### src/mwn_pkg.sv
// Package: shared types, constants and tables for the mesh winding-number core.
`timescale 1ns / 1ps
package mwn_pkg;

   localparam int DIFF_W  = 17;
   localparam int OPA_W   = 18;
   localparam int OPB_W   = 37;
   localparam int PROD_W  = 55;
   localparam int ACC_W   = 56;
   localparam int SS_W    = 34;
   localparam int NRM_W   = 17;
   localparam int ANG_W   = 20;
   localparam int SUM_W   = 40;
   localparam int THR_W   = 39;
   localparam int FC_W    = 15;
   localparam int CRD_W   = 58;
   localparam int CORDIC_STEPS = 17;

   localparam logic [1:0] CMD_LOAD_VERTEX = 2'd0;
   localparam logic [1:0] CMD_LOAD_FACE   = 2'd1;
   localparam logic [1:0] CMD_QUERY       = 2'd2;
   localparam logic [1:0] CMD_RESERVED    = 2'd3;

   localparam logic CSR_FACE_COUNT = 1'b0;
   localparam logic CSR_THRESHOLD  = 1'b1;

   localparam logic [THR_W-1:0] THRESHOLD_RESET = 39'd411775;
   localparam logic signed [ANG_W-1:0] PI_Q16 = 20'sd205887;
   localparam logic [SS_W-1:0] SQ_TOP_BIT = 34'h1_0000_0000;

   localparam logic [4:0] MOP_PHASE1_LAST = 5'd26;
   localparam logic [4:0] MOP_LAST        = 5'd31;
   localparam logic [1:0] NORM_COUNT      = 2'd3;

   typedef struct packed {
      logic [1:0]         cmd;
      logic [13:0]        slot;
      logic signed [15:0] coord_x;
      logic signed [15:0] coord_y;
      logic signed [15:0] coord_z;
      logic [12:0]        corner_a;
      logic [12:0]        corner_b;
      logic [12:0]        corner_c;
   } req_type;

   typedef struct packed {
      logic                    inside_res;
      logic signed [SUM_W-1:0] winding_sum;
   } rsp_type;

   typedef enum logic [3:0] {
      ST_IDLE, ST_CHECK, ST_FACE_RD, ST_VTX_RD, ST_MAC1,
      ST_NORM_WAIT, ST_MAC2, ST_DEN_WAIT, ST_ATAN
   } state_type;

   typedef enum logic [3:0] {
      OPA_A0, OPA_A1, OPA_A2, OPA_B0, OPA_B1, OPA_B2, OPA_C0, OPA_C1, OPA_C2,
      OPA_NA, OPA_NB, OPA_NC
   } opa_type;

   typedef enum logic [4:0] {
      OPB_A0, OPB_A1, OPB_A2, OPB_B0, OPB_B1, OPB_B2, OPB_C0, OPB_C1, OPB_C2,
      OPB_BC0, OPB_BC1, OPB_BC2, OPB_NA, OPB_NB, OPB_NC,
      OPB_DAB, OPB_DBC, OPB_DCA, OPB_T
   } opb_type;

   typedef enum logic [3:0] {
      DST_SSA, DST_SSB, DST_SSC, DST_BC0, DST_BC1, DST_BC2, DST_NUM,
      DST_DAB, DST_DBC, DST_DCA, DST_T, DST_DEN
   } dest_type;

   typedef struct packed {
      opa_type  opa;
      opb_type  opb;
      logic     neg;
      logic     first;
      logic     last;
      dest_type dest;
   } mop_type;

   typedef struct packed {
      logic     valid;
      logic     neg;
      logic     first;
      logic     last;
      dest_type dest;
   } mac_ctl_type;

   typedef struct packed {
      logic                    valid;
      dest_type                dest;
      logic signed [ACC_W-1:0] value;
   } mac_wb_type;

   // Multiply-accumulate program for one face.
   function automatic mop_type mop_lookup(input logic [4:0] idx);
      mop_type m;
      m = '{OPA_A0, OPB_A0, 1'b0, 1'b0, 1'b0, DST_SSA};
      unique case (idx)
         5'd0:  m = '{OPA_A0, OPB_A0, 1'b0, 1'b1, 1'b0, DST_SSA};
         5'd1:  m = '{OPA_A1, OPB_A1, 1'b0, 1'b0, 1'b0, DST_SSA};
         5'd2:  m = '{OPA_A2, OPB_A2, 1'b0, 1'b0, 1'b1, DST_SSA};
         5'd3:  m = '{OPA_B0, OPB_B0, 1'b0, 1'b1, 1'b0, DST_SSB};
         5'd4:  m = '{OPA_B1, OPB_B1, 1'b0, 1'b0, 1'b0, DST_SSB};
         5'd5:  m = '{OPA_B2, OPB_B2, 1'b0, 1'b0, 1'b1, DST_SSB};
         5'd6:  m = '{OPA_C0, OPB_C0, 1'b0, 1'b1, 1'b0, DST_SSC};
         5'd7:  m = '{OPA_C1, OPB_C1, 1'b0, 1'b0, 1'b0, DST_SSC};
         5'd8:  m = '{OPA_C2, OPB_C2, 1'b0, 1'b0, 1'b1, DST_SSC};
         5'd9:  m = '{OPA_B1, OPB_C2, 1'b0, 1'b1, 1'b0, DST_BC0};
         5'd10: m = '{OPA_B2, OPB_C1, 1'b1, 1'b0, 1'b1, DST_BC0};
         5'd11: m = '{OPA_B2, OPB_C0, 1'b0, 1'b1, 1'b0, DST_BC1};
         5'd12: m = '{OPA_B0, OPB_C2, 1'b1, 1'b0, 1'b1, DST_BC1};
         5'd13: m = '{OPA_B0, OPB_C1, 1'b0, 1'b1, 1'b0, DST_BC2};
         5'd14: m = '{OPA_B1, OPB_C0, 1'b1, 1'b0, 1'b1, DST_BC2};
         5'd15: m = '{OPA_A0, OPB_BC0, 1'b0, 1'b1, 1'b0, DST_NUM};
         5'd16: m = '{OPA_A1, OPB_BC1, 1'b0, 1'b0, 1'b0, DST_NUM};
         5'd17: m = '{OPA_A2, OPB_BC2, 1'b0, 1'b0, 1'b1, DST_NUM};
         5'd18: m = '{OPA_A0, OPB_B0, 1'b0, 1'b1, 1'b0, DST_DAB};
         5'd19: m = '{OPA_A1, OPB_B1, 1'b0, 1'b0, 1'b0, DST_DAB};
         5'd20: m = '{OPA_A2, OPB_B2, 1'b0, 1'b0, 1'b1, DST_DAB};
         5'd21: m = '{OPA_B0, OPB_C0, 1'b0, 1'b1, 1'b0, DST_DBC};
         5'd22: m = '{OPA_B1, OPB_C1, 1'b0, 1'b0, 1'b0, DST_DBC};
         5'd23: m = '{OPA_B2, OPB_C2, 1'b0, 1'b0, 1'b1, DST_DBC};
         5'd24: m = '{OPA_C0, OPB_A0, 1'b0, 1'b1, 1'b0, DST_DCA};
         5'd25: m = '{OPA_C1, OPB_A1, 1'b0, 1'b0, 1'b0, DST_DCA};
         5'd26: m = '{OPA_C2, OPB_A2, 1'b0, 1'b0, 1'b1, DST_DCA};
         5'd27: m = '{OPA_NA, OPB_NB, 1'b0, 1'b1, 1'b1, DST_T};
         5'd28: m = '{OPA_NC, OPB_DAB, 1'b0, 1'b1, 1'b0, DST_DEN};
         5'd29: m = '{OPA_NA, OPB_DBC, 1'b0, 1'b0, 1'b0, DST_DEN};
         5'd30: m = '{OPA_NB, OPB_DCA, 1'b0, 1'b0, 1'b0, DST_DEN};
         5'd31: m = '{OPA_NC, OPB_T, 1'b0, 1'b0, 1'b1, DST_DEN};
      endcase
      return m;
   endfunction

   function automatic logic signed [ANG_W-1:0] atan_lookup(input logic [4:0] i);
      logic signed [ANG_W-1:0] t;
      unique case (i)
         5'd0:  t = 20'sd51472;
         5'd1:  t = 20'sd30386;
         5'd2:  t = 20'sd16055;
         5'd3:  t = 20'sd8150;
         5'd4:  t = 20'sd4091;
         5'd5:  t = 20'sd2047;
         5'd6:  t = 20'sd1024;
         5'd7:  t = 20'sd512;
         5'd8:  t = 20'sd256;
         5'd9:  t = 20'sd128;
         5'd10: t = 20'sd64;
         5'd11: t = 20'sd32;
         5'd12: t = 20'sd16;
         5'd13: t = 20'sd8;
         5'd14: t = 20'sd4;
         5'd15: t = 20'sd2;
         5'd16: t = 20'sd1;
         default: t = 20'sd0;
      endcase
      return t;
   endfunction

endpackage

### src/mwn_mac.sv
// Shared multiply-accumulate unit: registered product, then accumulate.
`timescale 1ns / 1ps
module mwn_mac (
   input  logic                                clock,
   input  logic                                reset,
   input  mwn_pkg::mac_ctl_type                ctl,
   input  logic signed [mwn_pkg::OPA_W-1:0]    opa,
   input  logic signed [mwn_pkg::OPB_W-1:0]    opb,
   output mwn_pkg::mac_wb_type                 wb,
   output logic                                mac_busy
);
   import mwn_pkg::*;

   mac_ctl_type               ctl_ff;
   logic signed [PROD_W-1:0]  prod_ff;
   logic signed [ACC_W-1:0]   acc_ff;
   logic signed [ACC_W-1:0]   acc_in;
   logic signed [ACC_W-1:0]   term;

   always_ff @(posedge clock) begin
      if (reset) begin
         ctl_ff <= '0;
      end else begin
         ctl_ff <= ctl;
      end
   end

   always_ff @(posedge clock) begin
      prod_ff <= PROD_W'(opa * opb);
      if (ctl_ff.valid) begin
         acc_ff <= acc_in;
      end
   end

   always_comb begin
      term   = ctl_ff.neg ? -ACC_W'(prod_ff) : ACC_W'(prod_ff);
      acc_in = (ctl_ff.first ? '0 : acc_ff) + term;
   end

   assign wb.valid  = ctl_ff.valid & ctl_ff.last;
   assign wb.dest   = ctl_ff.dest;
   assign wb.value  = acc_in;
   assign mac_busy  = ctl_ff.valid;
endmodule

### config.mk
export PLATFORM = sky130hd
export DESIGN_NAME = mwn_mac
export DESIGN_NICKNAME = d
export VERILOG_FILES = /design/src/mwn_pkg.sv /design/src/mwn_mac.sv
export SDC_FILE = /design/constraint.sdc
export NUM_CORES = 2
export LEC_CHECK = 0
export ABC_AREA = 1
export BUFFER_PORTS_ARGS = -buffer_cell sky130_fd_sc_hd__buf_2
export CAP_MARGIN = 10
export CORE_MARGIN = 3
export CORE_UTILIZATION = 55
export DETAILED_ROUTE_END_ITERATION = 8
export PLACE_DENSITY_LB_ADDON = 0.2
export SYNTH_ARGS = -nofsm -noshare
export SYNTH_HDL_FRONTEND = slang
export SYNTH_SLANG_ARGS = --single-unit
### constraint.sdc
create_clock -name clock -period 12.7 [get_ports clock]
set_clock_uncertainty 0.2 [all_clocks]
set_input_delay 1.27 -clock clock [delete_from_list [all_inputs] [get_ports clock]]
set_output_delay 1.27 -clock clock [all_outputs]
set_load 0.02 [all_outputs]
# Word level (Yosys, flattened, before mapping)
# Index checks and enable logic that the tools add are counted.
# Widths: inputs -> output; s select.
# classes
n_addsub	2
n_mux	2
multipliers	1
bitwise	1
# op_table
cell	count
$mux 56	2
$add 56x56->56	1
$neg 55->56	1
$mul 18x37->55	1
$and 1x1->1	1
# word_totals
regBits	119
out_inout_bits	62
input_bits	65

# Depth between registers and ports, before layout
# logic_depth
word_depth	3
ltp_mapped	29
ltp_nobuf	27

# Worst setup path after synthesis
# No wires, ideal clock.
# synth_path
path_kind	input -> register
from	in opa[4] (netlist name)
to	reg prod_ff[54]
cell_stages	22
t_arrival_ps	6649
setup_slack_ps	5738
setup_time_ps	113
n_path_buf	2
path_cell_list	clkbuf_1 -> buf_1 -> nand2_1 -> fa_1 -> inv_1 -> fa_1 -> fa_1 -> fa_1 -> inv_1 -> fa_1 -> fa_1 -> inv_1 -> ha_1 -> inv_1 -> nor3_1 -> nand2_1 -> inv_1 -> nand2_1 -> nor3_1 -> nand2_1 -> nand3_1 -> nand2_1
# synth_via
elab_chain_len	1
# synth_lines
item	line_no	text
start: declaration	mwn_mac.sv:7	input logic signed [mwn_pkg::OPA_W-1:0] opa,
$mul 18x37->55	mwn_mac.sv:29	prod_ff <= PROD_W'(opa * opb);
end signal: assignment	mwn_mac.sv:29	
end: declaration	mwn_mac.sv:15	logic signed [PROD_W-1:0] prod_ff;
# No other way between the ends.
# A chain may end at the register's enable or synchronous reset.

# Worst setup path in the final report
# layout_path
from	in opa[3] (netlist name)
to	reg prod_ff[52]
# Same word-level chain as after synthesis.

==> flow_summary_export.csv <==
group,metric,value,unit
synth,synth_area_leaders,"fa_1 (38%), nand2_1 (15%), inv_1 (14%)",
die,start_util,55.86,%
timing,holdWs,0.4434,ns
die,fp.dieW,254.1,um
synth,synth_flop_cell,"dfxtp_1",
run,cap_violations,0,
synth,async_flop_share,0,%
die,core_area,0.06058,mm2
synth,synthDominantCellAreaShare,37.51,%
cts,clk_path_buf_depth,2,
placed_design,post-place-ws,4.891,ns
timing,clock.fmax,0.1359,GHz
routing,dr.first_iter.drc_count,2017,
timing,worst_pin_slew,1.100,ns
cts,clock-root-buffer,"clkbuf_16",
cts,numCtsBuffers,17,
timing,period_minus_slack,7.359,ns
routing,wirelength,101300,um
synth,ys_seq_area_share,8.696,%
worst_setup_path,critPathLaunch,"opa[3]",
timing,finalSetupViolCount,0,
routing,post_drt_wl_per_cell,18.27,um
routing,ant_nets,0,
synth,synth.distinct_cells,41,
placed_design,gp_congestion,0.9984,
finish,n_antenna_cell,0,
worst_setup_path,critPathSlowestCell,"fa_1",
cts,cts-hold-fix-buffers,0,
cts,cts_tree,"built",
worst_setup_path,cp_common_cell,"fa_1",
cts,post_cts_buffers,0,
min_path,worstHoldPathType,"flop to flop",
worst_setup_path,max_stage_delay,0.82,ns
cts,post_cts_resized,0,
global_routing,grt_pass1_wl,163600,um
cts,cts_max_level,4,
run_status,status,"complete, no violations",
global_routing,grt_use_total,32.78,%
cts,numClockSinks,119,
routing,first_pass_iters,6,
routing,num_vias,29372,
finish,nFillCells,5903,
placed_design,numPortBuffers,126,
worst_setup_path,arrival,7.49,ns
routing,vias_per_cell,5.298,
global_routing,antenna_found_initial,2,
timing,rsz0062_at_grt,"false",
worst_setup_path,crit_fanout,37,
synth,synth_top_area_cell,"fa_1",
global_routing,grt_pass1_vias,30297,
worst_setup_path,crit_chain,"buf_2 -> nand2_1 -> fa_1 -> inv_1 -> fa_1 -> fa_1 -> fa_1 -> inv_1 -> fa_1 -> inv_1 -> fa_1 -> ha_1 -> nand2_1 -> nor2_1 -> inv_1 -> nor3_1 -> nand3_1 -> nand4_1 -> nand2_1",
worst_setup_path,r2r-start,"prod_ff[0]",
global_routing,grt_overflow,0,
die,fp.dieH,254.1,um
global_routing,grt_max_degree,60,
timing,period_share,57.95,%
worst_setup_path,worstSetupPathType,"input port to flop",
finish,layout.nets,5635,
die,placementRows,90,
timing,fin_tns_setup,0,ns
timing,hold_viol_final,0,
die,die_area,0.06454,mm2
synth,syn-num-nets,5642,
timing,finalWorstSetupSlack,5.341,ns
routing,drc_errors,0,
synth,synth-edff-count,56,
placed_design,place_hpwl,83350,um
synth,netlist_instances,4756,
finish,drive_gt1_share,4.263,%
worst_setup_path,cp-start-kind,"input port",
worst_setup_path,worstPathRequired,12.83,ns
cts,worstSkewPairLatency,0.44,ns
finish,synthToLayoutAreaGrowth,4.858,%
synth,synth.avg_cell_area,7.115,um2
synth,syn_area,0.03384,mm2
timing,slew_violations,0,
die,num_io_pins,127,
timing,slew_headroom,26.64,%
min_path,hp-start,"prod_ff[0]",
worst_setup_path,critPathCaptureType,"flop",
synth,yosysWarnings,0,
cts,path_clk_slew,0.06,ns
synth,ys_ff_latch,119,
==> synth_stat cells, types with 2 or more instances <==
master    number
a21boi_0       4
a21o_1         5
a21oi_1      152
a31oi_1        2
and2_1         2
buf_1         44
buf_4          4
clkbuf_1     116
dfxtp_1       63
edfxtp_1      56
fa_1         634
ha_1         187
inv_1       1298
nand2_1     1308
nand2_2        4
nand3_1      139
nand3_2        4
nand3b_1       3
nand4_1       50
nor2_1       397
nor2_2         5
nor2_4         3
nor3_1        29
nor3b_2        2
nor4_1         2
o21ai_0       76
o21ai_1        3
o21ai_2        4
o21bai_1      29
o31ai_1        2
or2_2         10
xnor2_1       26
xor2_1        85
==> path summary, 6_finish.rpt <==
| path | endpoint | slack (ns) | cells after the start |
|---|---|---|---|
| worst max-delay path | prod_ff[52] | 5.34 | 19 |
| worst min-delay path | acc_ff[0] | 0.44 | 1 |
| worst max register to register | acc_ff[55] | 8.53 | 18 |
| worst min register to register | acc_ff[0] | 0.44 | 1 |
==> critical path, delay by kind of cell <==
family | cells | cell delay, ns
simple gates | 7 | 1.25
fa+ha+maj | 7 | 3.88
buf+inv | 5 | 1.06
==> state kept, by name, summed over array words and instances, names as in the netlist <==
signal / cells
acc_ff: 56
wb: 4
mac_busy: 1
prod_ff: 55
ctl_ff: 3
==> cell type report <==
cell class	count	area, um2	share of cell area (%)
clock buffers	21	440.4	1.241
clock inverters	11	131.4	0.3702
inverters	1298	4872	13.73
multi-input cells	3175	25400	71.57
flip-flops and latches	119	2947	8.304
well taps	782	978.4	2.757
repair buffers	138	720.7	2.031
==> logic make-up (layout without fill, tap and decap cells) <==
logic type                 after synthesis  after routing  share of synthesized area (%)
adders and majority gates              821            821                          44.42
xor gates and xnor gates               111            111                          2.873
and+or+nand+nor                       1963           1963                          23.23
AOI/OAI and AO/OA                      280            280                          4.522
buffers and inverters                 1462           1468                          16.26
DFF                                    119            119                          8.696
==> through the flow <==
step                      utilization (%)  area, um2  cells
after floorplan                         -      33840   4756
after global placement              57.63      34910   5512
after detailed placement            57.63      34910   5512
after CTS                           58.57      35490   5544
after global routing                58.57      35490   5544
final                               58.57      35490   5544
==> cell usage in the layout (no fill, tap or decap), types with 3 or more instances in the layout <==
cell and instances:
o21ai_1 3, nor2_2 5, a21o_1 5, nand4_1 50
ha_1 187, nor2_1 397, edfxtp_1 56, dfxtp_1 60
a21oi_1 152, dfxtp_2 3, o21ai_0 76, clkinv_2 6
buf_4 12, xnor2_1 26, nor2_4 3, o21ai_2 4
nand3_1 139, nand3b_1 3, nand2_1 1308, inv_1 1298
a21boi_0 4, o21bai_1 29, nor3_1 29, fa_1 634
buf_2 126, clkbuf_16 17, clkbuf_1 4, xor2_1 85
or2_2 10, bufinv_16 3, nand3_2 4, nand2_2 4
==> per-layer routing <==
metal  global-route usage, %  vias up  wire, um
met5                       0        -        13
met4                   10.57        2      3498
met3                   3.592      215      6929
met2                   55.91     1102     48470
met1                   44.01    14350     42360
li1                        -    13703         -
Power is left out: the tool's default activity adds up to more than one toggle a clock period on the data nets, which glitch-free logic cannot reach.
