==> config.mk <==
export PLATFORM = sky130hd
export DESIGN_NAME = mwn_sqrt
export DESIGN_NICKNAME = d
export VERILOG_FILES = /design/src/mwn_pkg.sv /design/src/mwn_sqrt.sv
export SDC_FILE = /design/constraint.sdc
export NUM_CORES = 1
export LEC_CHECK = 0
export ABC_AREA = 1
export BUFFER_PORTS_ARGS = -buffer_cell sky130_fd_sc_hd__buf_4
export CAP_MARGIN = 0
export CORE_ASPECT_RATIO = 1.5
export CORE_MARGIN = 2
export CORE_UTILIZATION = 51
export CTS_CLUSTER_SIZE = 12
export DETAILED_ROUTE_END_ITERATION = 8
export GPL_TIMING_DRIVEN = 0
export PLACE_DENSITY_LB_ADDON = 0.12
export SLEW_MARGIN = 20
export SYNTH_ARGS = -nofsm -noshare
export SYNTH_HDL_FRONTEND = slang
export SYNTH_SLANG_ARGS = --single-unit
export TNS_END_PERCENT = 100
==> constraint.sdc <==
create_clock -name clock -period 7.2 [get_ports clock]
set_input_delay 1.08 -clock clock [delete_from_list [all_inputs] [get_ports clock]]
set_output_delay 1.08 -clock clock [all_outputs]
set_load 0.05 [all_outputs]
==> src/mwn_pkg.sv <==
// Package: shared types, constants and tables for the mesh winding-number core.
`timescale 1ns / 1ps
package mwn_pkg;

   localparam int DIFF_W  = 17;
   localparam int OPA_W   = 18;
   localparam int OPB_W   = 37;
   localparam int PROD_W  = 55;
   localparam int ACC_W   = 56;
   localparam int SS_W    = 34;
   localparam int NRM_W   = 17;
   localparam int ANG_W   = 20;
   localparam int SUM_W   = 40;
   localparam int THR_W   = 39;
   localparam int FC_W    = 15;
   localparam int CRD_W   = 58;
   localparam int CORDIC_STEPS = 17;

   localparam logic [1:0] CMD_LOAD_VERTEX = 2'd0;
   localparam logic [1:0] CMD_LOAD_FACE   = 2'd1;
   localparam logic [1:0] CMD_QUERY       = 2'd2;
   localparam logic [1:0] CMD_RESERVED    = 2'd3;

   localparam logic CSR_FACE_COUNT = 1'b0;
   localparam logic CSR_THRESHOLD  = 1'b1;

   localparam logic [THR_W-1:0] THRESHOLD_RESET = 39'd411775;
   localparam logic signed [ANG_W-1:0] PI_Q16 = 20'sd205887;
   localparam logic [SS_W-1:0] SQ_TOP_BIT = 34'h1_0000_0000;

   localparam logic [4:0] MOP_PHASE1_LAST = 5'd26;
   localparam logic [4:0] MOP_LAST        = 5'd31;
   localparam logic [1:0] NORM_COUNT      = 2'd3;

   typedef struct packed {
      logic [1:0]         cmd;
      logic [13:0]        slot;
      logic signed [15:0] coord_x;
      logic signed [15:0] coord_y;
      logic signed [15:0] coord_z;
      logic [12:0]        corner_a;
      logic [12:0]        corner_b;
      logic [12:0]        corner_c;
   } req_type;

   typedef struct packed {
      logic                    inside_res;
      logic signed [SUM_W-1:0] winding_sum;
   } rsp_type;

   typedef enum logic [3:0] {
      ST_IDLE, ST_CHECK, ST_FACE_RD, ST_VTX_RD, ST_MAC1,
      ST_NORM_WAIT, ST_MAC2, ST_DEN_WAIT, ST_ATAN
   } state_type;

   typedef enum logic [3:0] {
      OPA_A0, OPA_A1, OPA_A2, OPA_B0, OPA_B1, OPA_B2, OPA_C0, OPA_C1, OPA_C2,
      OPA_NA, OPA_NB, OPA_NC
   } opa_type;

   typedef enum logic [4:0] {
      OPB_A0, OPB_A1, OPB_A2, OPB_B0, OPB_B1, OPB_B2, OPB_C0, OPB_C1, OPB_C2,
      OPB_BC0, OPB_BC1, OPB_BC2, OPB_NA, OPB_NB, OPB_NC,
      OPB_DAB, OPB_DBC, OPB_DCA, OPB_T
   } opb_type;

   typedef enum logic [3:0] {
      DST_SSA, DST_SSB, DST_SSC, DST_BC0, DST_BC1, DST_BC2, DST_NUM,
      DST_DAB, DST_DBC, DST_DCA, DST_T, DST_DEN
   } dest_type;

   typedef struct packed {
      opa_type  opa;
      opb_type  opb;
      logic     neg;
      logic     first;
      logic     last;
      dest_type dest;
   } mop_type;

   typedef struct packed {
      logic     valid;
      logic     neg;
      logic     first;
      logic     last;
      dest_type dest;
   } mac_ctl_type;

   typedef struct packed {
      logic                    valid;
      dest_type                dest;
      logic signed [ACC_W-1:0] value;
   } mac_wb_type;

   // Multiply-accumulate program for one face.
   function automatic mop_type mop_lookup(input logic [4:0] idx);
      mop_type m;
      m = '{OPA_A0, OPB_A0, 1'b0, 1'b0, 1'b0, DST_SSA};
      unique case (idx)
         5'd0:  m = '{OPA_A0, OPB_A0, 1'b0, 1'b1, 1'b0, DST_SSA};
         5'd1:  m = '{OPA_A1, OPB_A1, 1'b0, 1'b0, 1'b0, DST_SSA};
         5'd2:  m = '{OPA_A2, OPB_A2, 1'b0, 1'b0, 1'b1, DST_SSA};
         5'd3:  m = '{OPA_B0, OPB_B0, 1'b0, 1'b1, 1'b0, DST_SSB};
         5'd4:  m = '{OPA_B1, OPB_B1, 1'b0, 1'b0, 1'b0, DST_SSB};
         5'd5:  m = '{OPA_B2, OPB_B2, 1'b0, 1'b0, 1'b1, DST_SSB};
         5'd6:  m = '{OPA_C0, OPB_C0, 1'b0, 1'b1, 1'b0, DST_SSC};
         5'd7:  m = '{OPA_C1, OPB_C1, 1'b0, 1'b0, 1'b0, DST_SSC};
         5'd8:  m = '{OPA_C2, OPB_C2, 1'b0, 1'b0, 1'b1, DST_SSC};
         5'd9:  m = '{OPA_B1, OPB_C2, 1'b0, 1'b1, 1'b0, DST_BC0};
         5'd10: m = '{OPA_B2, OPB_C1, 1'b1, 1'b0, 1'b1, DST_BC0};
         5'd11: m = '{OPA_B2, OPB_C0, 1'b0, 1'b1, 1'b0, DST_BC1};
         5'd12: m = '{OPA_B0, OPB_C2, 1'b1, 1'b0, 1'b1, DST_BC1};
         5'd13: m = '{OPA_B0, OPB_C1, 1'b0, 1'b1, 1'b0, DST_BC2};
         5'd14: m = '{OPA_B1, OPB_C0, 1'b1, 1'b0, 1'b1, DST_BC2};
         5'd15: m = '{OPA_A0, OPB_BC0, 1'b0, 1'b1, 1'b0, DST_NUM};
         5'd16: m = '{OPA_A1, OPB_BC1, 1'b0, 1'b0, 1'b0, DST_NUM};
         5'd17: m = '{OPA_A2, OPB_BC2, 1'b0, 1'b0, 1'b1, DST_NUM};
         5'd18: m = '{OPA_A0, OPB_B0, 1'b0, 1'b1, 1'b0, DST_DAB};
         5'd19: m = '{OPA_A1, OPB_B1, 1'b0, 1'b0, 1'b0, DST_DAB};
         5'd20: m = '{OPA_A2, OPB_B2, 1'b0, 1'b0, 1'b1, DST_DAB};
         5'd21: m = '{OPA_B0, OPB_C0, 1'b0, 1'b1, 1'b0, DST_DBC};
         5'd22: m = '{OPA_B1, OPB_C1, 1'b0, 1'b0, 1'b0, DST_DBC};
         5'd23: m = '{OPA_B2, OPB_C2, 1'b0, 1'b0, 1'b1, DST_DBC};
         5'd24: m = '{OPA_C0, OPB_A0, 1'b0, 1'b1, 1'b0, DST_DCA};
         5'd25: m = '{OPA_C1, OPB_A1, 1'b0, 1'b0, 1'b0, DST_DCA};
         5'd26: m = '{OPA_C2, OPB_A2, 1'b0, 1'b0, 1'b1, DST_DCA};
         5'd27: m = '{OPA_NA, OPB_NB, 1'b0, 1'b1, 1'b1, DST_T};
         5'd28: m = '{OPA_NC, OPB_DAB, 1'b0, 1'b1, 1'b0, DST_DEN};
         5'd29: m = '{OPA_NA, OPB_DBC, 1'b0, 1'b0, 1'b0, DST_DEN};
         5'd30: m = '{OPA_NB, OPB_DCA, 1'b0, 1'b0, 1'b0, DST_DEN};
         5'd31: m = '{OPA_NC, OPB_T, 1'b0, 1'b0, 1'b1, DST_DEN};
      endcase
      return m;
   endfunction

   function automatic logic signed [ANG_W-1:0] atan_lookup(input logic [4:0] i);
      logic signed [ANG_W-1:0] t;
      unique case (i)
         5'd0:  t = 20'sd51472;
         5'd1:  t = 20'sd30386;
         5'd2:  t = 20'sd16055;
         5'd3:  t = 20'sd8150;
         5'd4:  t = 20'sd4091;
         5'd5:  t = 20'sd2047;
         5'd6:  t = 20'sd1024;
         5'd7:  t = 20'sd512;
         5'd8:  t = 20'sd256;
         5'd9:  t = 20'sd128;
         5'd10: t = 20'sd64;
         5'd11: t = 20'sd32;
         5'd12: t = 20'sd16;
         5'd13: t = 20'sd8;
         5'd14: t = 20'sd4;
         5'd15: t = 20'sd2;
         5'd16: t = 20'sd1;
         default: t = 20'sd0;
      endcase
      return t;
   endfunction

endpackage

==> src/mwn_sqrt.sv <==
// Bit-serial integer square root, two radicand bits per cycle.
`timescale 1ns / 1ps
module mwn_sqrt (
   input  logic                          clock,
   input  logic                          reset,
   input  logic                          sq_start,
   input  logic [mwn_pkg::SS_W-1:0]      sq_value,
   output logic                          sq_busy,
   output logic                          sq_done,
   output logic [mwn_pkg::NRM_W-1:0]     sq_root
);
   import mwn_pkg::*;

   logic            busy_ff, busy_in, done_ff, done_in;
   logic [SS_W-1:0] n_ff, n_in, res_ff, res_in, bit_ff, bit_in, trial;

   always_ff @(posedge clock) begin
      if (reset) begin
         busy_ff <= 1'b0;
         done_ff <= 1'b0;
      end else begin
         busy_ff <= busy_in;
         done_ff <= done_in;
      end
   end

   always_ff @(posedge clock) begin
      n_ff   <= n_in;
      res_ff <= res_in;
      bit_ff <= bit_in;
   end

   always_comb begin
      busy_in = busy_ff;
      done_in = 1'b0;
      n_in    = n_ff;
      res_in  = res_ff;
      bit_in  = bit_ff;
      trial   = res_ff + bit_ff;
      if (sq_start) begin
         busy_in = 1'b1;
         n_in    = sq_value;
         res_in  = '0;
         bit_in  = SQ_TOP_BIT;
      end else if (busy_ff) begin
         if (n_ff >= trial) begin
            n_in   = n_ff - trial;
            res_in = (res_ff >> 1) + bit_ff;
         end else begin
            res_in = res_ff >> 1;
         end
         bit_in = bit_ff >> 2;
         if (bit_ff == SS_W'(1)) begin
            busy_in = 1'b0;
            done_in = 1'b1;
         end
      end
   end

   assign sq_busy = busy_ff;
   assign sq_done = done_ff;
   assign sq_root = res_ff[NRM_W-1:0];
endmodule

Yosys cells after proc, flatten, opt, wreduce, memory -nomap -nowiden:

Index checks and enable logic that the tools add are counted.
Widths: inputs -> output; s select.

* memories kept: 0
* bits in latches: 0
* output and inout bits: 19
* memory bits (read-only): 0
* bits in registers: 87
* RAM bits: 0
* input bits: 37

* reductions and logical operators: 4
* $lt $le $gt $ge: 1
* multiplexer cells: 8
* shifts and indexed selects: 0
* div/mod/pow operators: 0
* multipliers: 0
* bitwise operators: 1
* $add $sub $neg: 3
* eq/ne operators: 1

Operators by type and width (number)
* $mux 34: 4
* $add 33x33->34: 1
* $add 34x33->34: 1
* $ge 34x34->1: 1
* $sub 34x34->34: 1
* $eq 17x1->1 const B: 1
* $mux 1: 4
* $reduce_bool 2->1: 2
* $reduce_or 3->1: 1
* $reduce_and 2->1: 1
* $not 1->1: 1

Depth between registers and ports, before layout:

* depth after elaboration: 5
* depth in mapped cells: 28

Least setup slack after synthesis:

No wires, ideal clock.

* kind: flip-flop to flip-flop
* start: reg bit_ff[0]
* end: reg n_ff[0], enable pin
* cell stages (with the launch flop): 23
* library setup time: 0.392 ns
* setup slack: 3.117 ns
* arrival time: 3.692 ns
* cells stage by stage: dfxtp_1 ha_1 ha_1 nand2_1 nand2_1 nand2_1 a21oi_1 a21boi_0 o21ai_1 nand4_1 nand3b_1 nand2_1 ha_1 nand2_2 nor2_2 nand2_1 nor2_2 nand3_1 nand2_2 nor2_4 nand2_8 nand2_1 nand2_1

* cells in the longest elaborated chain, start to end: 4

RTL lines
* start, declared: RTL line mwn_sqrt.sv:15 `logic [SS_W-1:0] n_ff, n_in, res_ff, res_in, bit_ff, bit_in, trial;`
* start signal, assigned: RTL line mwn_sqrt.sv:30 `bit_ff <= bit_in;`
* $add 34x33->34: RTL line mwn_sqrt.sv:39 `trial = res_ff + bit_ff;`
* $ge 34x34->1: RTL line mwn_sqrt.sv:46 `if (n_ff >= trial) begin`
* $reduce_bool 2->1 (no source line)
* $reduce_and 2->1 (no source line)
* end signal, assigned: RTL line mwn_sqrt.sv:28 `n_ff <= n_in;`
* end, declared: RTL line mwn_sqrt.sv:15

No other way between the ends.
A chain may end at the register's enable or synchronous reset.

Worst setup path after layout:

* start: reg bit_ff[0]
* end: reg n_ff[19], enable pin

The elaborated chain is that of the path after synthesis.

==> out/results.tsv <==
metric	value	unit
endpoint_kind	register	
total_of_endpoints_with_negative_setup_slack_in_the_final_report	0	
rsz_0062_raised_after_global_routing	false	
max_cap_viol_count	0	
fp.coreArea	17870	um2
finalHoldViolations	0	
share_comb_of_total_power	0.616	
achievable-frequency	192.1	MHz
grt_max_degree	20	
route.met2.wl	16.63	mm
finalWirelength	31.46	mm
cts_htree_levels	3	
timing_max_transition_violations_final	0	
area.growth.synth_to_final	11.02	%
intPower	1.659	mW
mappedNetlistNets	1622	
hold_ws	0.5027	ns
met3_length	1.136	mm
grt_first_pass_wirelength	48.96	mm
tritoncts.num_buffers	9	
design.final.nets	1688	
netSwitchingFraction	0.4986	
io_buffers	54	
cts.hold.buffers_added	0	
postSynth.topFlopCell	sky130_fd_sc_hd__dfxtp_1	
synth_cell_types	44	
post-cts-setup-buffer-count	0	
hold_path_depth	2	
mostFrequentLayoutCells	484 x sky130_fd_sc_hd__nand2_1, 180 x sky130_fd_sc_hd__inv_1, 139 x sky130_fd_sc_hd__nand3_1	
initial_cell_density_of_the_core	0.5162	
worst_slew_margin_rel	0.4948	
setup-tns-final	0	ns
ys_top_cells_by_area	sky130_fd_sc_hd__nand2_1 20%, sky130_fd_sc_hd__dfxtp_1 12%, sky130_fd_sc_hd__edfxtp_1 11%, sky130_fd_sc_hd__ha_1 9.5%, sky130_fd_sc_hd__nand3_1 7.5%	
ffs_latches_synth	87	
static-leakage-power	4.805	nW
layout.filler_cells	1889	
insertedDiodeCount	0	
met1_length	11.76	mm
seq_power_share	0.229	
synthArstFlopShare	0	
via_count	10023	
arrival	5.28	ns
clock_power_share	0.155	
grt_pass1_vias	9913	
highest_layer	met4	
post-synth-top-area-cell	sky130_fd_sc_hd__nand2_1	
tightest_slew	0.7578	ns
classification_of_the_worst_setup_path	register to register	
count_of_unresolved_drc_violations_after_routing	0	
seq_area_frac_synth	0.2257	
floorplan.io_pins	56	
clock-skew-final	0.01349	ns
rr_worst_depth	23	
cp_max_fo	19	
grt_remaining_overflow	0	
antenna_violating_nets_post_route	0	
critPathLaunchType	register	
vdd.ir_drop.worst	0.2073	mV
syn_avg_cell_area	6.092	um2
power_density	323.2	nW/um2
die_h	168.7	um
cts-root-buf	sky130_fd_sc_hd__clkbuf_16	
synth_warnings	0	
tritoncts_clock_tree	yes	
clkLatencyLatePin	0.37	ns
result_of_the_run	complete, no violations	
total_switching_power	1.650	mW
synth.cell_area	9223	um2
max_buffers_root_to_sink	2	
dr.first_iter.drc_count	696	
post-synth-top-area-fraction	0.1974	
timing.hold.worst.class	register to register	
fin_crit	5.207	ns
die-area	19200	um2
drt_pass1_iterations	5	
drt-vias-per-instance	5.562	
worst_ep_required_time	7.27	ns
dp_cell_count	1786	
cts_resized	0	
placementRows	60	
synthesis.instances	1514	
commonest_non_fill_non_tap_cell_in_the_layout	sky130_fd_sc_hd__nand2_1	
synth_edf_count	34	
clock_sink_count	87	
final_min_period_over_clock_period	0.7232	
wl_per_cell	17.46	um
hpwl	26.05	mm
groute.usage.overall	0.3307	
worst_setup_hold_path_clk_slew	0.08	ns
die_width	113.8	um
antenna_found_initial	0	
globalplace.congestion	0.9412	
layout-drive-gt1-share	0.08139	
layoutNonFillerInstCount	1802	
[layer usage]
| metal | global-route usage | vias to the layer above |
|---|---|---|
| li1 | - | 5105 |
| met1 | 0.3441 | 4525 |
| met2 | 0.6300 | 296 |
| met3 | 0.03437 | 97 |
| met4 | 0.1935 | 0 |
| met5 | 0 | - |
[kinds of logic (layout without fill, tap and decap cells)]
kind of cell,count (synthesis),count (layout),share of synthesized area
AOI/OAI and AO/OA,232,232,0.1381
buffers and inverters,237,308,0.1088
adders and majority gates,71,71,0.09714
xor gates and xnor gates,40,40,0.03799
and+or+nand+nor,847,847,0.3922
DFF,87,87,0.2257
[worst paths after layout]
| check | startpoint | endpoint | slack [ns] |
|---|---|---|---|
| min reg2reg | res_ff[0] | res_ff[0] | 0.50 |
| max | bit_ff[0] | n_ff[19] | 1.99 |
| max reg2reg | bit_ff[0] | n_ff[19] | 1.99 |
| min | res_ff[0] | res_ff[0] | 0.50 |
[sequential cells by signal (all words and copies together) (netlist names)]
name and flops:
n_ff 34, sq_busy 1, res_ff 34, sq_done 1, bit_ff 17
[metrics by stage]
| stage | util | setup WS, ns | instance area (um2) | power (mW) |
|---|---|---|---|---|
| finish | 0.5730 | 1.993 | 10240 | 3.309 |
| global route | 0.5730 | 1.767 | 10240 | 3.572 |
| CTS | 0.5730 | 2.019 | 10240 | 3.294 |
| detailed placement | 0.5557 | 2.043 | 9930 | 2.781 |
| global placement | 0.5541 | 1.436 | 9899 | 2.758 |
| floorplan | - | 3.117 | 9223 | 2.242 |
[Yosys cell counts, types with 2 or more instances]
library cell,count
sky130_fd_sc_hd__nand2_1,485
sky130_fd_sc_hd__inv_1,180
sky130_fd_sc_hd__nand3_1,139
sky130_fd_sc_hd__nor2_1,128
sky130_fd_sc_hd__a21oi_1,106
sky130_fd_sc_hd__o21ai_0,73
sky130_fd_sc_hd__ha_1,70
sky130_fd_sc_hd__dfxtp_1,53
sky130_fd_sc_hd__edfxtp_1,34
sky130_fd_sc_hd__nor3_1,25
sky130_fd_sc_hd__nand3b_1,23
sky130_fd_sc_hd__xor2_1,21
sky130_fd_sc_hd__clkbuf_1,20
sky130_fd_sc_hd__xnor2_1,19
sky130_fd_sc_hd__buf_4,17
sky130_fd_sc_hd__nand4_1,13
sky130_fd_sc_hd__o21bai_1,11
sky130_fd_sc_hd__a21o_1,9
sky130_fd_sc_hd__o21ai_1,9
sky130_fd_sc_hd__or2_2,8
sky130_fd_sc_hd__nor2_2,6
sky130_fd_sc_hd__nor4_1,6
sky130_fd_sc_hd__and2_1,5
sky130_fd_sc_hd__buf_2,5
sky130_fd_sc_hd__buf_6,5
sky130_fd_sc_hd__clkbuf_2,5
sky130_fd_sc_hd__nand2_2,5
sky130_fd_sc_hd__o211ai_1,5
sky130_fd_sc_hd__a21boi_0,4
sky130_fd_sc_hd__a221oi_1,4
sky130_fd_sc_hd__a31oi_1,3
sky130_fd_sc_hd__clkinv_1,3
sky130_fd_sc_hd__o22ai_1,3
sky130_fd_sc_hd__o2111ai_1,2
[power by group through the flow]
stage	combinational [mW]	clock, mW	sequential [mW]
after floorplan	1.51	0	0.730
after global placement	1.99	0	0.769
after detailed placement	2.01	0	0.768
after CTS	2.02	0.514	0.757
after global routing	2.27	0.533	0.772
final	2.04	0.512	0.759
[final cells by class]
type / count / area (um2) / area share
Buffer: 53 / 312.8 / 0.03055
Clock inverter: 7 / 83.83 / 0.008188
Multi-Input combinational cell: 1190 / 6140 / 0.5997
Timing Repair Buffer: 55 / 432.9 / 0.04228
Clock buffer: 9 / 225.2 / 0.02200
Inverter: 184 / 690.7 / 0.06746
Sequential cell: 87 / 2082 / 0.2033
Tap cell: 217 / 271.5 / 0.02652
[critical path, cell delays in order, from the launching register on]
cell and delay, ns:
sky130_fd_sc_hd__dfxtp_1 0.43, sky130_fd_sc_hd__ha_1 0.37, sky130_fd_sc_hd__ha_1 0.24, sky130_fd_sc_hd__nand2_1 0.08
sky130_fd_sc_hd__nand2_1 0.07, sky130_fd_sc_hd__nand2_1 0.05, sky130_fd_sc_hd__a21oi_1 0.30, sky130_fd_sc_hd__a21boi_0 0.20
sky130_fd_sc_hd__o21ai_1 0.42, sky130_fd_sc_hd__nand4_1 0.23, sky130_fd_sc_hd__nand3b_1 0.15, sky130_fd_sc_hd__nand2_1 0.08
sky130_fd_sc_hd__ha_1 0.37, sky130_fd_sc_hd__nand2_2 0.13, sky130_fd_sc_hd__nor2_2 0.16, sky130_fd_sc_hd__nand2_1 0.10
sky130_fd_sc_hd__nor2_2 0.19, sky130_fd_sc_hd__nand3_1 0.21, sky130_fd_sc_hd__nand2_2 0.13, sky130_fd_sc_hd__nor2_4 0.06
sky130_fd_sc_hd__nand2_8 0.11, sky130_fd_sc_hd__nand2_1 0.12, sky130_fd_sc_hd__nand2_2 0.44, sky130_fd_sc_hd__buf_16 0.23
Note: power is estimated with default switching activity, not from simulation.
