**src/mwn_pkg.sv**
```systemverilog
// Package: shared types, constants and tables for the mesh winding-number core.
`timescale 1ns / 1ps
package mwn_pkg;

   localparam int DIFF_W  = 17;
   localparam int OPA_W   = 18;
   localparam int OPB_W   = 37;
   localparam int PROD_W  = 55;
   localparam int ACC_W   = 56;
   localparam int SS_W    = 34;
   localparam int NRM_W   = 17;
   localparam int ANG_W   = 20;
   localparam int SUM_W   = 40;
   localparam int THR_W   = 39;
   localparam int FC_W    = 15;
   localparam int CRD_W   = 58;
   localparam int CORDIC_STEPS = 17;

   localparam logic [1:0] CMD_LOAD_VERTEX = 2'd0;
   localparam logic [1:0] CMD_LOAD_FACE   = 2'd1;
   localparam logic [1:0] CMD_QUERY       = 2'd2;
   localparam logic [1:0] CMD_RESERVED    = 2'd3;

   localparam logic CSR_FACE_COUNT = 1'b0;
   localparam logic CSR_THRESHOLD  = 1'b1;

   localparam logic [THR_W-1:0] THRESHOLD_RESET = 39'd411775;
   localparam logic signed [ANG_W-1:0] PI_Q16 = 20'sd205887;
   localparam logic [SS_W-1:0] SQ_TOP_BIT = 34'h1_0000_0000;

   localparam logic [4:0] MOP_PHASE1_LAST = 5'd26;
   localparam logic [4:0] MOP_LAST        = 5'd31;
   localparam logic [1:0] NORM_COUNT      = 2'd3;

   typedef struct packed {
      logic [1:0]         cmd;
      logic [13:0]        slot;
      logic signed [15:0] coord_x;
      logic signed [15:0] coord_y;
      logic signed [15:0] coord_z;
      logic [12:0]        corner_a;
      logic [12:0]        corner_b;
      logic [12:0]        corner_c;
   } req_type;

   typedef struct packed {
      logic                    inside_res;
      logic signed [SUM_W-1:0] winding_sum;
   } rsp_type;

   typedef enum logic [3:0] {
      ST_IDLE, ST_CHECK, ST_FACE_RD, ST_VTX_RD, ST_MAC1,
      ST_NORM_WAIT, ST_MAC2, ST_DEN_WAIT, ST_ATAN
   } state_type;

   typedef enum logic [3:0] {
      OPA_A0, OPA_A1, OPA_A2, OPA_B0, OPA_B1, OPA_B2, OPA_C0, OPA_C1, OPA_C2,
      OPA_NA, OPA_NB, OPA_NC
   } opa_type;

   typedef enum logic [4:0] {
      OPB_A0, OPB_A1, OPB_A2, OPB_B0, OPB_B1, OPB_B2, OPB_C0, OPB_C1, OPB_C2,
      OPB_BC0, OPB_BC1, OPB_BC2, OPB_NA, OPB_NB, OPB_NC,
      OPB_DAB, OPB_DBC, OPB_DCA, OPB_T
   } opb_type;

   typedef enum logic [3:0] {
      DST_SSA, DST_SSB, DST_SSC, DST_BC0, DST_BC1, DST_BC2, DST_NUM,
      DST_DAB, DST_DBC, DST_DCA, DST_T, DST_DEN
   } dest_type;

   typedef struct packed {
      opa_type  opa;
      opb_type  opb;
      logic     neg;
      logic     first;
      logic     last;
      dest_type dest;
   } mop_type;

   typedef struct packed {
      logic     valid;
      logic     neg;
      logic     first;
      logic     last;
      dest_type dest;
   } mac_ctl_type;

   typedef struct packed {
      logic                    valid;
      dest_type                dest;
      logic signed [ACC_W-1:0] value;
   } mac_wb_type;

   // Multiply-accumulate program for one face.
   function automatic mop_type mop_lookup(input logic [4:0] idx);
      mop_type m;
      m = '{OPA_A0, OPB_A0, 1'b0, 1'b0, 1'b0, DST_SSA};
      unique case (idx)
         5'd0:  m = '{OPA_A0, OPB_A0, 1'b0, 1'b1, 1'b0, DST_SSA};
         5'd1:  m = '{OPA_A1, OPB_A1, 1'b0, 1'b0, 1'b0, DST_SSA};
         5'd2:  m = '{OPA_A2, OPB_A2, 1'b0, 1'b0, 1'b1, DST_SSA};
         5'd3:  m = '{OPA_B0, OPB_B0, 1'b0, 1'b1, 1'b0, DST_SSB};
         5'd4:  m = '{OPA_B1, OPB_B1, 1'b0, 1'b0, 1'b0, DST_SSB};
         5'd5:  m = '{OPA_B2, OPB_B2, 1'b0, 1'b0, 1'b1, DST_SSB};
         5'd6:  m = '{OPA_C0, OPB_C0, 1'b0, 1'b1, 1'b0, DST_SSC};
         5'd7:  m = '{OPA_C1, OPB_C1, 1'b0, 1'b0, 1'b0, DST_SSC};
         5'd8:  m = '{OPA_C2, OPB_C2, 1'b0, 1'b0, 1'b1, DST_SSC};
         5'd9:  m = '{OPA_B1, OPB_C2, 1'b0, 1'b1, 1'b0, DST_BC0};
         5'd10: m = '{OPA_B2, OPB_C1, 1'b1, 1'b0, 1'b1, DST_BC0};
         5'd11: m = '{OPA_B2, OPB_C0, 1'b0, 1'b1, 1'b0, DST_BC1};
         5'd12: m = '{OPA_B0, OPB_C2, 1'b1, 1'b0, 1'b1, DST_BC1};
         5'd13: m = '{OPA_B0, OPB_C1, 1'b0, 1'b1, 1'b0, DST_BC2};
         5'd14: m = '{OPA_B1, OPB_C0, 1'b1, 1'b0, 1'b1, DST_BC2};
         5'd15: m = '{OPA_A0, OPB_BC0, 1'b0, 1'b1, 1'b0, DST_NUM};
         5'd16: m = '{OPA_A1, OPB_BC1, 1'b0, 1'b0, 1'b0, DST_NUM};
         5'd17: m = '{OPA_A2, OPB_BC2, 1'b0, 1'b0, 1'b1, DST_NUM};
         5'd18: m = '{OPA_A0, OPB_B0, 1'b0, 1'b1, 1'b0, DST_DAB};
         5'd19: m = '{OPA_A1, OPB_B1, 1'b0, 1'b0, 1'b0, DST_DAB};
         5'd20: m = '{OPA_A2, OPB_B2, 1'b0, 1'b0, 1'b1, DST_DAB};
         5'd21: m = '{OPA_B0, OPB_C0, 1'b0, 1'b1, 1'b0, DST_DBC};
         5'd22: m = '{OPA_B1, OPB_C1, 1'b0, 1'b0, 1'b0, DST_DBC};
         5'd23: m = '{OPA_B2, OPB_C2, 1'b0, 1'b0, 1'b1, DST_DBC};
         5'd24: m = '{OPA_C0, OPB_A0, 1'b0, 1'b1, 1'b0, DST_DCA};
         5'd25: m = '{OPA_C1, OPB_A1, 1'b0, 1'b0, 1'b0, DST_DCA};
         5'd26: m = '{OPA_C2, OPB_A2, 1'b0, 1'b0, 1'b1, DST_DCA};
         5'd27: m = '{OPA_NA, OPB_NB, 1'b0, 1'b1, 1'b1, DST_T};
         5'd28: m = '{OPA_NC, OPB_DAB, 1'b0, 1'b1, 1'b0, DST_DEN};
         5'd29: m = '{OPA_NA, OPB_DBC, 1'b0, 1'b0, 1'b0, DST_DEN};
         5'd30: m = '{OPA_NB, OPB_DCA, 1'b0, 1'b0, 1'b0, DST_DEN};
         5'd31: m = '{OPA_NC, OPB_T, 1'b0, 1'b0, 1'b1, DST_DEN};
      endcase
      return m;
   endfunction

   function automatic logic signed [ANG_W-1:0] atan_lookup(input logic [4:0] i);
      logic signed [ANG_W-1:0] t;
      unique case (i)
         5'd0:  t = 20'sd51472;
         5'd1:  t = 20'sd30386;
         5'd2:  t = 20'sd16055;
         5'd3:  t = 20'sd8150;
         5'd4:  t = 20'sd4091;
         5'd5:  t = 20'sd2047;
         5'd6:  t = 20'sd1024;
         5'd7:  t = 20'sd512;
         5'd8:  t = 20'sd256;
         5'd9:  t = 20'sd128;
         5'd10: t = 20'sd64;
         5'd11: t = 20'sd32;
         5'd12: t = 20'sd16;
         5'd13: t = 20'sd8;
         5'd14: t = 20'sd4;
         5'd15: t = 20'sd2;
         5'd16: t = 20'sd1;
         default: t = 20'sd0;
      endcase
      return t;
   endfunction

endpackage

```
**src/mwn_cordic.sv**
```systemverilog
// Vectoring CORDIC for atan2, one micro-rotation per cycle.
`timescale 1ns / 1ps
module mwn_cordic (
   input  logic                                clock,
   input  logic                                reset,
   input  logic                                cr_start,
   input  logic signed [mwn_pkg::ACC_W-1:0]    cr_y,
   input  logic signed [mwn_pkg::ACC_W-1:0]    cr_x,
   output logic                                cr_done,
   output logic signed [mwn_pkg::ANG_W-1:0]    cr_angle
);
   import mwn_pkg::*;

   logic                    busy_ff, busy_in, done_ff, done_in;
   logic [4:0]              i_ff, i_in;
   logic signed [CRD_W-1:0] x_ff, x_in, y_ff, y_in, xs, ys, x0, y0;
   logic signed [ANG_W-1:0] z_ff, z_in, t;

   always_ff @(posedge clock) begin
      if (reset) begin
         busy_ff <= 1'b0;
         done_ff <= 1'b0;
         i_ff    <= '0;
      end else begin
         busy_ff <= busy_in;
         done_ff <= done_in;
         i_ff    <= i_in;
      end
   end

   always_ff @(posedge clock) begin
      x_ff <= x_in;
      y_ff <= y_in;
      z_ff <= z_in;
   end

   always_comb begin
      busy_in = busy_ff;
      done_in = 1'b0;
      i_in    = i_ff;
      x_in    = x_ff;
      y_in    = y_ff;
      z_in    = z_ff;
      x0      = CRD_W'(cr_x);
      y0      = CRD_W'(cr_y);
      xs      = x_ff >>> i_ff;
      ys      = y_ff >>> i_ff;
      t       = atan_lookup(i_ff);
      if (cr_start) begin
         i_in = '0;
         if (cr_x == '0 && cr_y == '0) begin
            // Degenerate face: the term is zero.
            z_in    = '0;
            done_in = 1'b1;
         end else begin
            busy_in = 1'b1;
            if (cr_x < 0) begin
               x_in = -x0;
               y_in = -y0;
               z_in = (cr_y >= 0) ? PI_Q16 : -PI_Q16;
            end else begin
               x_in = x0;
               y_in = y0;
               z_in = '0;
            end
         end
      end else if (busy_ff) begin
         if (y_ff < 0) begin
            x_in = x_ff - ys;
            y_in = y_ff + xs;
            z_in = z_ff - t;
         end else begin
            x_in = x_ff + ys;
            y_in = y_ff - xs;
            z_in = z_ff + t;
         end
         i_in = i_ff + 5'd1;
         if (i_ff == 5'(CORDIC_STEPS - 1)) begin
            busy_in = 1'b0;
            done_in = 1'b1;
         end
      end
   end

   assign cr_done  = done_ff;
   assign cr_angle = z_ff;
endmodule

```
**config.mk**
```make
export PLATFORM = sky130hd
export DESIGN_NAME = mwn_cordic
export DESIGN_NICKNAME = d
export VERILOG_FILES = /design/src/mwn_pkg.sv /design/src/mwn_cordic.sv
export SDC_FILE = /design/constraint.sdc
export NUM_CORES = 1
export LEC_CHECK = 0
export BUFFER_PORTS_ARGS = -buffer_cell sky130_fd_sc_hd__buf_2
export CAP_MARGIN = 20
export CORE_MARGIN = 4
export CORE_UTILIZATION = 50
export CTS_CLUSTER_DIAMETER = 200
export DETAILED_ROUTE_END_ITERATION = 6
export GPL_TIMING_DRIVEN = 0
export PLACE_DENSITY = 0.72
export SYNTH_ARGS = -nofsm -noshare
export SYNTH_HDL_FRONTEND = slang
export SYNTH_SLANG_ARGS = --single-unit
```
**constraint.sdc**
```tcl
create_clock -name clock -period 8.4 [get_ports clock]
set_input_delay 0.84 -clock clock [delete_from_list [all_inputs] [get_ports clock]]
set_output_delay 0.84 -clock clock [all_outputs]
set_load 0.01 [all_outputs]
```
# Word-level counts from Yosys, hierarchy flattened
# Memories as Yosys holds them, arrays and structs flattened. A register that Yosys moved wholly into a read port is not among the register bits.
# Cells that the tools add are included.
# Widths: inputs -> output; s select.
# totals
ff_bits,143
mem_bits_ro,512
in_bits,115
output_inout_bits,21
word_cells,55
n_memories,1
# mem_list
name,words,width,rd,rd_clocked_by_memory_dff,write_ports,line,rtl
(no name shown),32,16,1,1,0,mwn_pkg.sv:138,unique case (i)
# classes
add_sub_neg,9
n_lt_le_gt_ge,3
eq_ne,2
n_shift,2
n_mux,26
reduce_logical,6
# op_table
cell,count
$mux 58,10
$mux 20,6
$add 58x58->58,2
$neg 56->58,2
$sshr 58x5->58,2
$sub 58x58->58,2
$logic_not 56->1,2
$lt 58x1->1 const B,1
$ge 56x1->1 const B,1
$lt 56x1->1 const B,1
$add 20x20->20,1
$sub 20x20->20,1
$mux 5,2
$mux 1,8
$add 5x1->5 const B,1
$eq 5x5->1 const B,1
$ne 2x2->1 const B,1
$reduce_and 2->1,1
$reduce_bool 2->1,1
$reduce_or 2->1,1
$logic_and 1x1->1,1

# Logic depth before layout (Yosys ltp)
# depth
word_depth,5
mapped_depth,32
depth_no_buf,26

# Least setup slack after synthesis
# OpenSTA, ideal clock, no wires.
# synth_path
path_kind,register -> register
start,reg i_ff[0]
end,"reg x_ff[54], data pin"
setup_ns,0.264
arrival_time_ns,6.377
required_ns,8.136
path_slack_ns,1.759
stages_incl_launch_ff,27
path_buffers,4
period_less_slack_ns,6.641
cell_sequence,dfxtp_1 > buf_6 > buf_12 > buf_8 > buf_6 > mux4_2 > mux2_2 > nand2_1 > a32o_1 > ha_1 > inv_1 > nor3b_1 > a21oi_1 > xor2_1 > ha_1 > or2_2 > a311oi_1 > o211ai_1 > a221o_1 > a311oi_1 > o31ai_1 > a31o_2 > a2111oi_0 > o21ai_0 > a2111oi_0 > nor4_1 > nand3b_1
# synth_between
elab_chain_cells,5
elab_cells_between_ends,6
cone_classes,add/sub (2); shift (1); mux (3)
# synth_lines
element,line,rtl
start: declaration,mwn_cordic.sv:15,"logic [4:0] i_ff, i_in;"
start signal: assignment,mwn_cordic.sv:27,i_ff <= i_in;
$sshr 58x5->58 (*),mwn_cordic.sv:47,ys = y_ff >>> i_ff;
$add 58x58->58 or $sub 58x58->58 (tied branches),"mwn_cordic.sv:73, mwn_cordic.sv:69",
$mux 58 (*),mwn_cordic.sv:68,if (y_ff < 0) begin
$mux 58 (*),mwn_cordic.sv:67,end else if (busy_ff) begin
$mux 58 (*),mwn_cordic.sv:49,if (cr_start) begin
net x_in[54],mwn_cordic.sv:16,"logic signed [CRD_W-1:0] x_ff, x_in, y_ff, y_in, xs, ys, x0, y0;"
end signal: assignment,mwn_cordic.sv:32,x_ff <= x_in;
end: declaration,mwn_cordic.sv:16,
# Mark *: on every way through the listed nets, which the timed path passes. The rest lies on a longest branch. The select of a mux whose other input is x is not followed.
# A chain may end at the register's enable or synchronous reset.

# Worst setup path after layout
# layout_path
start,reg i_ff[4]
end,"reg y_ff[57], data pin"
# layout_between
elab_chain_cells,5
elab_cells_between_ends,6
cone_classes,add/sub (2); shift (1); mux (3)
# layout_lines
element,line,rtl
$sshr 58x5->58 (*),mwn_cordic.sv:46,xs = x_ff >>> i_ff;
$sub 58x58->58 or $add 58x58->58 (tied branches),"mwn_cordic.sv:74, mwn_cordic.sv:70",
$mux 58 (*),mwn_cordic.sv:68,
$mux 58 (*),mwn_cordic.sv:67,
$mux 58 (*),mwn_cordic.sv:49,
net y_in[57],mwn_cordic.sv:16,
end signal: assignment,mwn_cordic.sv:33,y_ff <= y_in;
end: declaration,mwn_cordic.sv:16,
# Marked as above.

==> results.sh <==
export IMPL_outcome="finished, violations left"
export IMPL_failed_checks="DRC, setup timing"
export IMPL_critical_path_buf_inv_count=8
export IMPL_post_place_ws_ns=-1.77
export IMPL_synth_area_top_cells="edfxtp_1 15%, mux4_2 11%, ha_1 7.0%"
export IMPL_routed_via_density=7.30
export IMPL_io_pins=136
export IMPL_vias=30500
export IMPL_synth_seq_area_share=0.165
export IMPL_hold_class="primary input to register"
export IMPL_syn_area_per_cell_um2=8.39
export IMPL_path_clk_slew_ns=0.08
export IMPL_crit_family="buffers and inverters"
export IMPL_wl_um=144000
export IMPL_synth_top_area_frac=0.148
export IMPL_grt_busiest_layer="met2"
export IMPL_drtIter0Drc=4659
export IMPL_crit_chain="clkbuf_2 -> clkbuf_2 -> buf_2 -> buf_2 -> buf_2 -> clkbuf_2 -> clkbuf_2 -> clkbuf_2 -> nand2_1 -> a21oi_1 -> a21oi_1 -> mux2i_1 -> xor2_1 -> ha_1 -> o21ai_0 -> o21ai_0 -> a211oi_1 -> o31ai_2 -> a41oi_1 -> o311ai_1 -> a21oi_1 -> o311a_1 -> or3_1 -> a31oi_1"
export IMPL_path_max_fanout=10
export IMPL_layout_min_cycle_time_ns=8.58
export IMPL_yosysWarnings=0
export IMPL_final_cell_area_um2=30400
export IMPL_met1_usage=0.598
export IMPL_cts_root_buf="clkbuf_16"
export IMPL_grt_setup_unrepaired="yes"
export IMPL_grtUsageMet2=0.672
export IMPL_synth_ff_type="edfxtp_1"
export IMPL_finalHoldViolations=0
export IMPL_grt_ovfl_total=0
export IMPL_cts_max_path_buffers=2
export IMPL_slowest_delay_ns=0.63
export IMPL_detailed_place_area_um2=29400
export IMPL_antenna_found_initial=8
export IMPL_drc_errors=1
export IMPL_fin_crit_sh=1.02
export IMPL_timing_reg2reg_setup_slack_ns=-0.18
export IMPL_grt_pass1_wl_um=201000
export IMPL_postSynthCellCount=3287
export IMPL_clock_sinks=159
export IMPL_ir_drop_mv=0.376
export IMPL_power_density_nw_per_um2=531
export IMPL_final_layout_size_suffix_gt1_frac=0.165
export IMPL_track_usage=0.468
export IMPL_start_kind="register"
export IMPL_ys_types=103
export IMPL_syn_num_nets=3560
export IMPL_cp_data_required_time_ns=8.73
export IMPL_rows=85
export IMPL_endpoint_kind="register"
export IMPL_use_met3=0.162
export IMPL_dr_pass1_iters=7
export IMPL_synth_edf_count=136
export IMPL_cp_data_arrival_time_ns=8.91
export IMPL_grt_max_degree=60
export IMPL_place_inst=4133
export IMPL_synth_top_area_cell="edfxtp_1"
export IMPL_ant_nets=0
export IMPL_fin_nets=3736
export IMPL_path_common_cell="clkbuf_2"
export IMPL_synth_seq_cells=159
export IMPL_cts_tree="done"
export IMPL_htreeDepth=4
export IMPL_maxSlewHeadroom=0.101
export IMPL_clk_latency_ns=0.53
export IMPL_setup_viol=1
export IMPL_die_x_um=243
export IMPL_slowest_stage="dfxtp_2"
export IMPL_fmax_mhz=117
export IMPL_stdcell_count=4178
export IMPL_core_area_um2=54200
export IMPL_synth_commonest_cells="320 x nand2_1, 279 x nor2_1, 256 x a21oi_1"
export IMPL_synth_cell_area_um2=27600
export IMPL_die_area_um2=59000
export IMPL_p_leak_uw=0.0120
export IMPL_cts_inserted_buffers=17
export IMPL_io_buffers=132
export IMPL_skew_ns=0.0246
export IMPL_initial_core_util=0.508
export IMPL_power_uw=16100
export IMPL_drv_cap=0
export IMPL_slew_viol_final=0
export IMPL_critical_path_class="register to register"
export IMPL_dieHeight_um=243
export IMPL_dp_hpwl_um=112000
export IMPL_tightest_slew_ns=1.35
export IMPL_gp_congestion=1.19
export IMPL_wl_per_cell_um=34.5
export IMPL_finalSetupTns_ns=-0.177
export IMPL_async_flop_share=0
export IMPL_first_global_vias=27700
export IMPL_syn_to_final_growth_pct=10.1
export IMPL_setup_ws_ns=-0.177
export IMPL_yosysMostFrequentCell="nand2_1"
cell families (layout without fill, tap and decap cells):
kind of cell / Yosys count / after routing / share of synthesized area
XOR/XNOR: 328 / 328 / 0.104
buffers and inverters: 276 / 465 / 0.0449
AO/OA/AOI/OAI: 970 / 970 / 0.227
other: 0 / 6 / 0
AND/OR/NAND/NOR: 1009 / 1009 / 0.175
adder cells (fa/ha/maj): 158 / 158 / 0.0725
multiplexers: 387 / 387 / 0.212
flip-flops: 159 / 159 / 0.165
what timing repair did:
action / 4_1_cts / 5_1_grt
pin swaps: 0 / 3
gates resized for setup: 55 / 54
setup endpoints to repair: 54 / 19
hold buffers: 0 / 0
buffers inserted: 0 / 2
sequential cells by signal, indices dropped and copies added (netlist names):
signal    flops
y_ff         58
cr_angle     20
t            16
i_ff          5
busy_ff       1
cr_done       1
x_ff         58
area by class of cell:
| cell class | instances | area (um^2) |
|---|---|---|
| Tap cell | 696 | 871 |
| Multi-Input combinational cell | 2852 | 21900 |
| Antenna cell | 6 | 15.0 |
| Sequential cell | 159 | 4550 |
| Timing Repair Buffer | 160 | 1080 |
| Fill cell | 5191 | 23900 |
| Clock inverter | 15 | 211 |
| Buffer | 191 | 1040 |
| Inverter | 82 | 308 |
| Clock buffer | 17 | 425 |
metal layers:
layer,up-vias,part of all wire
met3,540,0.13
met2,2317,0.41
li1,12900,-
met5,-,0.00025
met4,4,0.077
met1,14800,0.38
report_power, final:
group	leakage [uW]	internal, uW	switching [uW]
sequential	0.00156	1480	679
clock	0.000306	414	463
combinational	0.0102	5290	7780
total	0.0120	7190	8920
worst register-to-register path: stages (launching register included):
cell and delay (ns):
dfxtp_2 0.63, clkbuf_2 0.46, clkbuf_2 0.46, buf_2 0.45
buf_2 0.38, buf_2 0.37, clkbuf_2 0.34, clkbuf_2 0.37
clkbuf_2 0.46, nand2_1 0.12, a21oi_1 0.18, a21oi_1 0.10
mux2i_1 0.49, xor2_1 0.15, ha_1 0.41, o21ai_0 0.14
o21ai_0 0.17, a211oi_1 0.10, o31ai_2 0.46, a41oi_1 0.35
o311ai_1 0.52, a21oi_1 0.25, o311a_1 0.41, or3_1 0.35
a31oi_1 0.26
final timing paths:
path,cells past startpoint,end,startpoint
setup reg to reg,24,y_ff[57],i_ff[4]
setup / recovery,24,y_ff[57],i_ff[4]
hold / removal,2,busy_ff,reset
hold reg to reg,2,y_ff[0],y_ff[0]
per-stage QoR:
stage | utilization | hold WS [ns]
3_5_place_dp | 0.542 | 0.694
2_1_floorplan | - | 0.644
4_1_cts | 0.556 | 0.583
3_3_place_gp | 0.537 | 0.695
5_1_grt | 0.560 | 0.615
6_report | 0.560 | 0.592
cell usage in the layout, fill, tap and decap left out, types with 82 or more instances in the layout:
cell	n
nand2_1	320
nor2_1	279
a21oi_1	254
o21ai_0	229
xnor2_1	208
buf_2	168
mux2i_1	157
ha_1	155
edfxtp_1	136
mux4_2	131
xor2_1	120
mux2_2	82
a21o_1	82
Note: power is estimated with default switching activity, not from simulation.
